[config.mk]
export PLATFORM = sky130hd
export DESIGN_NAME = ir_proximity_filter_autosense_unit
export DESIGN_NICKNAME = d
export VERILOG_FILES = /design/src/hdl/ipf_pkg.sv /design/src/hdl/ipf_cfg_regs.sv /design/src/hdl/ipf_core.sv /design/src/hdl/ir_proximity_filter_autosense_unit.sv
export SDC_FILE = /design/constraint.sdc
export NUM_CORES = 1
export LEC_CHECK = 0
export BUFFER_PORTS_ARGS = -buffer_cell sky130_fd_sc_hd__buf_2
export CORE_MARGIN = 2
export CORE_UTILIZATION = 50
export CTS_CLUSTER_DIAMETER = 40
export DETAILED_ROUTE_END_ITERATION = 7
export PLACE_DENSITY = 0.8
export SKIP_CTS_REPAIR_TIMING = 1
export SYNTH_ARGS = -nofsm -noshare
export SYNTH_HDL_FRONTEND = slang
export SYNTH_HIERARCHICAL = 1
export SYNTH_SLANG_ARGS = --single-unit
[constraint.sdc]
create_clock -name i_clk -period 5.5 [get_ports i_clk]
set_input_delay 0.825 -clock i_clk [delete_from_list [all_inputs] [get_ports i_clk]]
set_output_delay 0.825 -clock i_clk [all_outputs]
set_load 0.1 [all_outputs]
[src/hdl/ipf_pkg.sv]
// ----------------------------------------------------------------------------
// IR proximity filter package
// Shared widths, register indexes, range codes, reset values and the
// configuration, scan and result bundle types.
// ----------------------------------------------------------------------------
`default_nettype none

package ipf_pkg;

    localparam int unsigned CFG_IDX_W  = 3;
    localparam int unsigned CFG_DATA_W = 10;
    localparam int unsigned IN_DATA_W  = 8;
    localparam int unsigned OUT_DATA_W = 8;

    localparam int unsigned RANGE_W  = 2;
    localparam int unsigned ECHO_W   = 4;
    localparam int unsigned FILTER_W = 4;
    localparam int unsigned OBS_W    = 10;
    localparam int unsigned DUTY_W   = 6;

    typedef enum logic [CFG_IDX_W-1:0] {
        REG_RANGE_LEVEL       = 3'd0,
        REG_ECHO_TRIGGER      = 3'd1,
        REG_FILTER_LIMIT      = 3'd2,
        REG_FILTER_REARM      = 3'd3,
        REG_OBSTRUCTION_LIMIT = 3'd4,
        REG_FAR_DUTY_FLOOR    = 3'd5,
        REG_NEAR_DUTY_FLOOR   = 3'd6
    } t_reg_idx;

    localparam logic [RANGE_W-1:0] RANGE_OFF  = 2'd0;
    localparam logic [RANGE_W-1:0] RANGE_NEAR = 2'd1;
    localparam logic [RANGE_W-1:0] RANGE_FAR  = 2'd2;

    localparam logic [RANGE_W-1:0]  RST_RANGE_LEVEL       = RANGE_OFF;
    localparam logic [ECHO_W-1:0]   RST_ECHO_TRIGGER      = 4'd9;
    localparam logic [FILTER_W-1:0] RST_FILTER_LIMIT      = 4'd7;
    localparam logic [FILTER_W-1:0] RST_FILTER_REARM      = 4'd2;
    localparam logic [OBS_W-1:0]    RST_OBSTRUCTION_LIMIT = 10'd257;
    localparam logic [DUTY_W-1:0]   RST_FAR_DUTY_FLOOR    = 6'd22;
    localparam logic [DUTY_W-1:0]   RST_NEAR_DUTY_FLOOR   = 6'd13;

    localparam logic [FILTER_W-1:0] RST_FILTER_COUNT      = 4'd2;
    localparam logic [OBS_W-1:0]    RST_OBSTRUCTION_COUNT = 10'd0;
    localparam logic [DUTY_W-1:0]   RST_FAR_DUTY          = 6'd32;
    localparam logic [DUTY_W-1:0]   RST_NEAR_DUTY         = 6'd20;

    typedef struct packed {
        logic [RANGE_W-1:0]  range_level;
        logic [ECHO_W-1:0]   echo_trigger;
        logic [FILTER_W-1:0] filter_limit;
        logic [FILTER_W-1:0] filter_rearm;
        logic [OBS_W-1:0]    obstruction_limit;
        logic [DUTY_W-1:0]   far_duty_floor;
        logic [DUTY_W-1:0]   near_duty_floor;
    } t_cfg;

    typedef struct packed {
        logic               skip_scan;
        logic               probe_echo;
        logic [ECHO_W-1:0]  burst_echoes;
    } t_scan;

    typedef struct packed {
        logic               presence;
        logic [DUTY_W-1:0]  drive_duty;
        logic               burst_used;
    } t_result;

endpackage

`default_nettype wire

[src/hdl/ipf_cfg_regs.sv]
// ----------------------------------------------------------------------------
// IR proximity filter configuration registers
// Write-only register file; unknown indexes are ignored.
// ----------------------------------------------------------------------------
`default_nettype none

module ipf_cfg_regs (
    input  wire                            i_clk,
    input  wire                            i_rst_n,
    input  wire                            i_cfg_we,
    input  wire [ipf_pkg::CFG_IDX_W-1:0]   i_cfg_idx,
    input  wire [ipf_pkg::CFG_DATA_W-1:0]  i_cfg_data,
    output ipf_pkg::t_cfg                  o_cfg
);
    import ipf_pkg::*;

    t_cfg r_cfg;
    t_cfg n_cfg;

    always_comb begin
        n_cfg = r_cfg;
        if (i_cfg_we) begin
            unique case (t_reg_idx'(i_cfg_idx))
                REG_RANGE_LEVEL:       n_cfg.range_level       = i_cfg_data[RANGE_W-1:0];
                REG_ECHO_TRIGGER:      n_cfg.echo_trigger      = i_cfg_data[ECHO_W-1:0];
                REG_FILTER_LIMIT:      n_cfg.filter_limit      = i_cfg_data[FILTER_W-1:0];
                REG_FILTER_REARM:      n_cfg.filter_rearm      = i_cfg_data[FILTER_W-1:0];
                REG_OBSTRUCTION_LIMIT: n_cfg.obstruction_limit = i_cfg_data[OBS_W-1:0];
                REG_FAR_DUTY_FLOOR:    n_cfg.far_duty_floor    = i_cfg_data[DUTY_W-1:0];
                REG_NEAR_DUTY_FLOOR:   n_cfg.near_duty_floor   = i_cfg_data[DUTY_W-1:0];
                default: begin
                end
            endcase
        end
    end

    always_ff @(posedge i_clk) begin
        if (!i_rst_n) begin
            r_cfg.range_level       <= RST_RANGE_LEVEL;
            r_cfg.echo_trigger      <= RST_ECHO_TRIGGER;
            r_cfg.filter_limit      <= RST_FILTER_LIMIT;
            r_cfg.filter_rearm      <= RST_FILTER_REARM;
            r_cfg.obstruction_limit <= RST_OBSTRUCTION_LIMIT;
            r_cfg.far_duty_floor    <= RST_FAR_DUTY_FLOOR;
            r_cfg.near_duty_floor   <= RST_NEAR_DUTY_FLOOR;
        end else begin
            r_cfg <= n_cfg;
        end
    end

    assign o_cfg = r_cfg;

endmodule

`default_nettype wire

[src/hdl/ipf_core.sv]
// ----------------------------------------------------------------------------
// IR proximity filter core
// Input register, filter/obstruction/duty update and result register.
// ----------------------------------------------------------------------------
`default_nettype none

module ipf_core (
    input  wire             i_clk,
    input  wire             i_rst_n,
    input  wire ipf_pkg::t_cfg  i_cfg,
    input  wire             i_in_valid,
    output logic            o_in_ready,
    input  wire ipf_pkg::t_scan i_in_scan,
    output logic            o_out_valid,
    input  wire             i_out_ready,
    output ipf_pkg::t_result o_out_result
);
    import ipf_pkg::*;

    logic                r_in_vld;
    t_scan               r_in_scan;
    logic                r_out_vld;
    t_result             r_out_result;

    logic [FILTER_W-1:0] r_filter;
    logic [OBS_W-1:0]    r_obs;
    logic [DUTY_W-1:0]   r_far;
    logic [DUTY_W-1:0]   r_near;

    logic [FILTER_W-1:0] n_filter;
    logic [OBS_W-1:0]    n_obs;
    logic [DUTY_W-1:0]   n_far;
    logic [DUTY_W-1:0]   n_near;
    t_result             n_result;

    logic out_free;
    logic advance;
    logic obs_evt;

    assign out_free   = !r_out_vld || i_out_ready;
    assign advance    = r_in_vld && out_free;
    assign o_in_ready = !r_in_vld || out_free;

    always_comb begin
        n_filter = r_filter;
        n_obs    = r_obs;
        n_far    = r_far;
        n_near   = r_near;
        n_result = '0;
        obs_evt  = 1'b0;

        if (!r_in_scan.skip_scan) begin
            if (i_cfg.range_level == RANGE_FAR) begin
                n_result.drive_duty = r_far;
            end else if (i_cfg.range_level == RANGE_NEAR) begin
                n_result.drive_duty = r_near;
            end

            if (r_in_scan.probe_echo) begin
                if (r_filter == '0) begin
                    n_result.burst_used = 1'b1;
                    if (r_in_scan.burst_echoes >= i_cfg.echo_trigger) begin
                        n_result.presence = 1'b1;
                        n_filter          = i_cfg.filter_rearm;
                    end else begin
                        obs_evt = 1'b1;
                    end
                end else begin
                    if (r_filter < i_cfg.filter_limit) begin
                        n_filter = r_filter + FILTER_W'(1);
                    end
                    obs_evt = 1'b1;
                end
            end else begin
                if (r_filter != '0) begin
                    n_filter = r_filter - FILTER_W'(1);
                end
                if (r_obs != '0) begin
                    n_obs = r_obs - OBS_W'(1);
                end
            end
        end

        // step the active range's duty down when the obstruction count tops out
        if (obs_evt) begin
            if (r_obs < i_cfg.obstruction_limit) begin
                n_obs = r_obs + OBS_W'(1);
            end else begin
                n_obs = '0;
                if (i_cfg.range_level == RANGE_FAR) begin
                    if (r_far > i_cfg.far_duty_floor) begin
                        n_far = r_far - DUTY_W'(1);
                    end
                end else if (i_cfg.range_level == RANGE_NEAR) begin
                    if (r_near > i_cfg.near_duty_floor) begin
                        n_near = r_near - DUTY_W'(1);
                    end
                end
            end
        end
    end

    always_ff @(posedge i_clk) begin
        if (!i_rst_n) begin
            r_in_vld  <= 1'b0;
            r_out_vld <= 1'b0;
            r_filter  <= RST_FILTER_COUNT;
            r_obs     <= RST_OBSTRUCTION_COUNT;
            r_far     <= RST_FAR_DUTY;
            r_near    <= RST_NEAR_DUTY;
        end else begin
            if (o_in_ready) begin
                r_in_vld <= i_in_valid;
            end
            if (out_free) begin
                r_out_vld <= r_in_vld;
            end
            if (advance) begin
                r_filter <= n_filter;
                r_obs    <= n_obs;
                r_far    <= n_far;
                r_near   <= n_near;
            end
        end
    end

    always_ff @(posedge i_clk) begin
        if (o_in_ready && i_in_valid) begin
            r_in_scan <= i_in_scan;
        end
        if (advance) begin
            r_out_result <= n_result;
        end
    end

    assign o_out_valid  = r_out_vld;
    assign o_out_result = r_out_result;

endmodule

`default_nettype wire

[src/hdl/ir_proximity_filter_autosense_unit.sv]
// ----------------------------------------------------------------------------
// IR proximity presence filter with automatic sensitivity reduction
// An accepted scan beat is held in the input register, then its result beat
// is registered in the result register. Throughput: one scan beat per cycle
// while the result side does not stall, set by the single update stage.
// Reset: synchronous, active low; clears handshake state, loads the register
// and counter defaults (filter 2, obstruction 0, far duty 32, near duty 20).
// ----------------------------------------------------------------------------
`default_nettype none

module ir_proximity_filter_autosense_unit (
    input  wire                            i_clk,
    input  wire                            i_rst_n,
    input  wire                            i_cfg_we,
    input  wire [ipf_pkg::CFG_IDX_W-1:0]   i_cfg_idx,
    input  wire [ipf_pkg::CFG_DATA_W-1:0]  i_cfg_data,
    input  wire                            s_axis_tvalid,
    output logic                           s_axis_tready,
    // [0] skip_scan, [1] probe_echo, [5:2] burst_echoes, [7:6] zero
    input  wire [ipf_pkg::IN_DATA_W-1:0]   s_axis_tdata,
    output logic                           m_axis_tvalid,
    input  wire                            m_axis_tready,
    // [0] presence, [6:1] drive_duty, [7] burst_used
    output logic [ipf_pkg::OUT_DATA_W-1:0] m_axis_tdata
);
    import ipf_pkg::*;

    t_cfg    cfg;
    t_scan   in_scan;
    t_result out_result;

    assign in_scan.skip_scan    = s_axis_tdata[0];
    assign in_scan.probe_echo   = s_axis_tdata[1];
    assign in_scan.burst_echoes = s_axis_tdata[5:2];

    ipf_cfg_regs u_cfg_regs (
        .i_clk      (i_clk),
        .i_rst_n    (i_rst_n),
        .i_cfg_we   (i_cfg_we),
        .i_cfg_idx  (i_cfg_idx),
        .i_cfg_data (i_cfg_data),
        .o_cfg      (cfg)
    );

    ipf_core u_core (
        .i_clk        (i_clk),
        .i_rst_n      (i_rst_n),
        .i_cfg        (cfg),
        .i_in_valid   (s_axis_tvalid),
        .o_in_ready   (s_axis_tready),
        .i_in_scan    (in_scan),
        .o_out_valid  (m_axis_tvalid),
        .i_out_ready  (m_axis_tready),
        .o_out_result (out_result)
    );

    assign m_axis_tdata = {out_result.burst_used, out_result.drive_duty, out_result.presence};

endmodule

`default_nettype wire

==> results of run 1 <==
==> report_power, final <==
part	switching, mW	internal [mW]	leakage, nW
Combinational	0.0909	0.0511	1.32
Clock	0.234	0.168	0.0789
Sequential	0.0140	0.595	0.656
==> registers in the layout (all words and copies together) (netlist names) <==
signal	flops
u_core/r_filter	4
u_core/r_far	6
u_core/o_out_result	8
u_core/r_near	6
u_core/o_out_valid	1
u_core/r_obs	10
u_cfg_regs/o_cfg	36
u_core/r_in_vld	1
u_core/r_in_scan	6
==> cells by family after synthesis <==
group,Yosys count
compound gates,95
xor+xnor,7
fa+ha+maj,35
buf+inv,67
flops,78
mux,38
simple gates,181
==> tightest hold or removal path: stages, from the launching register on <==
cell and delay, ns:
dfxtp_1 0.31, nand2_1 0.05, mux2i_1 0.05
==> per-layer routing <==
layer / part of all wire, % / up-vias
met3: 3.6 / 17
met2: 49 / 80
li1: - / 1827
met4: 2.0 / 0
met1: 45 / 1772
met5: 0 / -
==> per-stage QoR <==
step	setup slack (ns)	cells	area, um^2	total power [mW]
after global placement	2.60	620	4660	0.757
after detailed placement	2.47	620	4660	0.763
final	2.60	636	4840	1.15
after CTS	2.64	636	4840	1.16
after global routing	2.33	636	4840	1.20
after floorplan	2.85	501	4460	0.726
==> area by class of cell <==
cell class              instances  area (um^2)  share of cell area [%]
clock buffers                   9          124                    2.56
multi-input cells             356         2480                    51.3
clock inverters                 7         56.3                    1.16
repair buffers                 34          173                    3.57
well taps                     108          135                    2.79
flip-flops and latches         78         1700                    35.2
inverters                      44          165                    3.41
==> final timing paths <==
| path | end | slack, ns | depth (start not counted) |
|---|---|---|---|
| max | u_core/r_obs[9] | 2.60 | 8 |
| max reg2reg | u_core/r_obs[9] | 2.60 | 8 |
| min | u_cfg_regs/o_cfg[19] | 0.46 | 2 |
| min reg2reg | u_cfg_regs/o_cfg[19] | 0.46 | 2 |
==> cell usage after synthesis, drive strengths merged (4+ instances only) <==
master,n
dfxtp,64
nand2,58
inv,44
mux2i,38
ha,35
nor2,30
a21oi,28
nor2b,25
o21ai,16
clkbuf,15
edfxtp,14
nand3,14
a22oi,10
or3,9
buf,8
or4,8
nand2b,6
nor3,6
o31ai,6
nor4,5
xnor2,5
nand4,4
o21a,4
o22ai,4
==> out/metrics.yaml, run 1 <==
synth_top_family_by_area: "simple AND/OR/NAND/NOR gates"
fin_crit_ns: 2.90
slew_headroom_pct: 20.5
synth_area_leader_cell: "dfxtp_1"
yosysUniqueCellTypes: 63
drc: 0
drt_wl_total_mm: 9.74
ys_warn_count: 6
setup_tns_ns: 0
port_buffers: 33
max_freq_ghz: 0.345
synth_area_leaders: "dfxtp_1 29%, ha_1 9.8%, edfxtp_1 9.4%"
first_pass_iters: 5
r2r-start: "u_cfg_regs/o_cfg[33]"
die_y_um: 98.5
cp-start-kind: "flip-flop"
synthAdderAreaFrac_pct: 9.81
dieWidth_um: 98.5
synth.ff_latch_count: 78
synth_edf_count: 14
maxSlewViolCount: 0
rows: 34
n_antenna_cell: 0
finalHoldViolCount: 0
finalNetCount: 584
grtUsageMet2_pct: 34.9
grt_usage_pct: 20.7
clkTransAtPathRegs_ns: 0.08
rsz0062_at_grt: "false"
io_pins: 36
p_leak_nw: 2.05
crit_path_frequent_cell: "a21oi_1"
synth_flop_cell: "dfxtp_1"
nFillCells: 797
grt_pass1_wl_mm: 16.4
hp-start: "u_cfg_regs/o_cfg[19]"
fin_crit_sh_pct: 52.6
utilization_pct: 55.8
grt_busiest_layer: "met2"
synth.area.mux_share_pct: 8.52
antenna_found_initial: 0
route.antenna.remaining_nets: 0
first_iter_violations: 213
cp_top_family: "compound AO/OA/AOI/OAI gates"
cts-buffers-inserted: 9
grt_use_met3_pct: 2.41
status: "finished clean"
power.density_nw_per_um2: 238
clk_latency_ns: 0.36
crit_path_end_kind: "flip-flop"
synthCells: 501
hold_ws_ns: 0.463
postSynthAreaPerCell_um2: 8.91
synth_compound_area_share_pct: 14.5
grt_util_met1_pct: 27.1
dpl.hpwl_mm: 7.15
synth_xor_xnor_area_share_pct: 1.37
critPathLaunch: "u_cfg_regs/o_cfg[33]"
worst_ep_required_time_ns: 5.76
grt_max_degree: 40
slowest_stage: "nor3_1"
critical_path_class: "flip-flop to flip-flop"
routedWlPerCell_um: 15.3
htree_levels: 3
drive_gt1_share_pct: 11.7
fin_skew_ns: 0.00921
max_stage_delay_ns: 0.93
path_max_fanout: 11
maxCapViolations: 0
cp.arrival_ns: 3.16
async_reset_ff_share_pct: 0
vdd_ir_drop_max_mv: 0.182
cts_tree: "yes"
crit_chain: "inv_1 -> ha_1 -> a21oi_1 -> o21ai_1 -> a21o_1 -> nor3_1 -> a21oi_1 -> o32ai_1"
cts_sinks: 78
cts_root_buf: "clkbuf_8"
setup_viol: 0
synthToLayoutAreaGrowth_pct: 8.44
dieArea_um2: 9700
num_vias: 3696
cts_buffer_depth: 2
grt_pass1_vias: 3546
layout_commonest_cell: "dfxtp_1"
overflow: 0
synth_top_area_share_pct: 28.7
initial_core_util_pct: 51.4
final_cell_mix: "64 x dfxtp_1, 58 x nand2_1, 44 x inv_1"
syn_area_um2: 4460
vias_per_cell: 5.81
path_buf_inv: 1
synth-simple-area-share_pct: 21.5
yosysSeqAreaShare_pct: 38.1
synth_nets: 562
coreArea_um2: 8680
hold_path.class: "flip-flop to flip-flop"
place.gp.congestion: 0.874
tightest_slew_ns: 1.18
Note: power is estimated with default switching activity, not from simulation.
==> inputs of run 2 (changes only) <==
ABC_AREA = 1   (was not set)
PLACE_DENSITY = 0.83   (was 0.8)
clock period = 2.35 ns   (was 5.5 ns; I/O delays follow)
==> run 2 against run 1 <==
Net effect: combinational power rose to 3.3 times the previous value; cell count up 28%; non-clock buffer count up 5; flip-flop and latch count unchanged; maximum frequency up 39%; clock power rose to 2.6 times the previous value; via count up 17%; wire length up 8.2%; area after synthesis up 5.7%; register-to-register slack worse by 2.3 ns; sequential share of layout area down 2.3 points; die area up 5.5%; critical path type unchanged.
==> out/metrics.yaml, run 2 <==
cts_buffer_depth: 2  # unchanged
drc: 0  # unchanged
cts-buffers-inserted: 9  # unchanged
crit_end: "u_core/r_obs[6]"
clkTransAtPathRegs_ns: 0.08  # about the same
critPathLaunch: "u_cfg_regs/o_cfg[33]"
status: "finished clean"
finalNetCount: 761  # +30%
postSynthAreaPerCell_um2: 7.08  # -20%
drive_gt1_share_pct: 13.6  # +1.9 points
synth_edf_count: 14  # unchanged
clk_latency_ns: 0.35  # about the same
rsz0062_at_grt: "false"
port_buffers: 33  # unchanged
r2r-end: "u_core/r_obs[6]"
cts_root_buf: "clkbuf_8"
grt_max_degree: 25  # -38%
antenna_found_initial: 0  # unchanged
place_area_um2: 4980  # +6.9%
maxSlewViolCount: 0  # unchanged
cp.arrival_ns: 2.33  # -0.83 ns
rows: 35  # +2.9%
setup_viol: 0  # unchanged
maxCapViolations: 0  # unchanged
worst_ep_required_time_ns: 2.60  # -3.16 ns
power.total_mw: 2.96  # +160%
synth.ff_latch_count: 78  # unchanged
first_pass_iters: 7  # +2
synth_area_leaders: "dfxtp_1 27%, nand2_1 13%, ha_1 9.3%"
synth_top_area_share_pct: 27.2  # -1.5 points
path_max_fanout: 15  # +4
num_vias: 4311  # +17%
layout_commonest_cell: "nand2_1"
critical_path_class: "flip-flop to flip-flop"
met2_length_mm: 5.02  # +5.4%
grt_usage_pct: 22.4  # +1.7 points
route.met3.wl_um: 541  # +54%
fin_skew_ns: 0.00744  # -0.00177 ns
hold_path.class: "primary input to flip-flop"
p_leak_nw: 2.43  # +18%
cts_sinks: 78  # unchanged
async_reset_ff_share_pct: 0  # unchanged
syn_area_um2: 4720  # +5.7%
met1Wirelength_mm: 4.74  # +7.0%
cts_tree: "yes"
finalHoldViolCount: 0  # unchanged
io_pins: 36  # unchanged
vdd_ir_drop_max_mv: 0.313  # +73%
synthToLayoutAreaGrowth_pct: 9.97
yosysSeqAreaShare_pct: 36.1  # -2.1 points
die_y_um: 101  # +2.7%
final_cell_mix: "168 x nand2_1, 104 x nor2_1, 72 x inv_1"
design_area_um2: 5190  # +7.2%
r2r-start: "u_cfg_regs/o_cfg[33]"
fin_crit_sh_pct: 88.4  # +36 points
htree_levels: 3  # unchanged
dieWidth_um: 101  # +2.7%
r2r_setup_slack_ns: 0.27  # -2.33 ns
grt_pass1_vias: 4195  # +18%
cp-start-kind: "flip-flop"
first_iter_violations: 246  # +15%
place.gp.congestion: 0.895  # +2.4%
routedWlPerCell_um: 12.9  # -16%
n_antenna_cell: 0  # unchanged
crit_path_end_kind: "flip-flop"
post-synth-top-count-cell: "nand2_1"
power.density_nw_per_um2: 570  # +140%
slew_headroom_pct: 48.9  # +28 points
vias_per_cell: 5.28  # -9.1%
dieArea_um2: 10200  # +5.5%
max_freq_ghz: 0.481  # +39%
synth_flop_cell: "dfxtp_1"
largest_reg_flops: 36  # unchanged
fin_crit_ns: 2.08  # -0.818 ns
dpl.hpwl_mm: 7.99  # +12%
ys_warn_count: 6  # unchanged
tightest_slew_ns: 0.763  # -0.420 ns
ff2ff_path_depth: 12  # +4
synthCells: 666  # +33%
setup_tns_ns: 0  # unchanged
yosysUniqueCellTypes: 37  # -41%
synth_nets: 727  # +29%
routed.top_layer: "met4"
grt_pass1_wl_mm: 18.5  # +13%
coreArea_um2: 9200  # +6.0%
drt_wl_total_mm: 10.5  # +8.2%
overflow: 0  # unchanged
yosys-top-cells-count: "168 x nand2_1, 104 x nor2_1, 72 x inv_1"
route.antenna.remaining_nets: 0  # unchanged
synth_area_leader_cell: "dfxtp_1"
initial_core_util_pct: 51.3  # -0.13 points
## run 2: changes by cell type after synthesis, moves of 7 or more
cell | previous run | this run
inv_1 | 44 | 72
nor2_2 | 1 | 8
nand3_1 | 14 | 63
mux2i_1 | 38 | 0
inv_2 | 0 | 11
or3_1 | 9 | 0
xor2_1 | 2 | 17
nor2_1 | 29 | 104
nor2b_1 | 24 | 0
nand2_1 | 58 | 168
clkbuf_1 | 15 | 4
or4_1 | 8 | 0
a22oi_1 | 10 | 0
## run 2: layout make-up
| type | count | area, um^2 |
|---|---|---|
| Fill cell | 838 | 4010 |
| Tap cell | 111 | 139 |
| Timing Repair Buffer | 39 | 210 |
| Inverter | 83 | 312 |
| Clock buffer | 10 | 138 |
| Sequential cell | 78 | 1700 |
| Clock inverter | 6 | 67.6 |
| Multi-Input combinational cell | 489 | 2620 |
## run 2: logic make-up (layout without fill, tap and decap cells)
family          after synthesis  count (layout)  share of synthesized area [%]
fa+ha+maj                    35              35                           9.28
buf+inv                      99             138                           8.51
simple gates                373             373                           34.7
flops                        78              78                           36.1
compound gates               59              59                           7.32
xor+xnor                     22              22                           4.08
## run 2: how the worst min path moves through the flow
stage                           endpoint                 start  slack [ns]  cells after the start
finish               u_core/r_in_scan[1]       s_axis_tdata[3]        0.17                      1
global placement     u_cfg_regs/o_cfg[2]   u_cfg_regs/o_cfg[2]        0.45                      2
CTS                  u_core/r_in_scan[0]       s_axis_tdata[2]        0.16                      1
floorplan           u_cfg_regs/o_cfg[10]  u_cfg_regs/o_cfg[10]        0.43                      2
global route         u_core/r_in_scan[1]       s_axis_tdata[3]        0.15                      1
detailed placement   u_cfg_regs/o_cfg[2]   u_cfg_regs/o_cfg[2]        0.46                      2
## run 2: power by group
group	switching (mW)	internal, mW	total (mW)
Clock	0.511	0.526	1.04
Combinational	0.315	0.152	0.467
Sequential	0.0475	1.41	1.45
## run 2: metrics by stage
step / hold slack, ns / utilization [%] / setup slack (ns) / instances
3_5_place_dp: 0.456 / 54.2 / 0.307 / 800
2_1_floorplan: 0.429 / - / 0.427 / 666
3_3_place_gp: 0.447 / 54.2 / 0.371 / 800
5_1_grt: 0.155 / 56.4 / 0.0692 / 816
4_1_cts: 0.163 / 56.4 / 0.298 / 816
6_report: 0.173 / 56.4 / 0.273 / 816
## run 2: layer usage
metal	vias up	global-route usage (%)
met4	0	8.73
met5	-	0
met3	16	4.14
met2	134	37.7
li1	2178	-
met1	1983	28.6
## run 2: critical path: stages (launching register included)
cell,delay [ns]
dfxtp_1,0.34
inv_1,0.05
ha_1,0.30
nand2_1,0.09
inv_2,0.04
nand3_1,0.06
nand3_1,0.24
nand2_2,0.14
nand2_2,0.11
a21oi_4,0.38
nand2_1,0.10
nor2_1,0.10
nor2_1,0.05
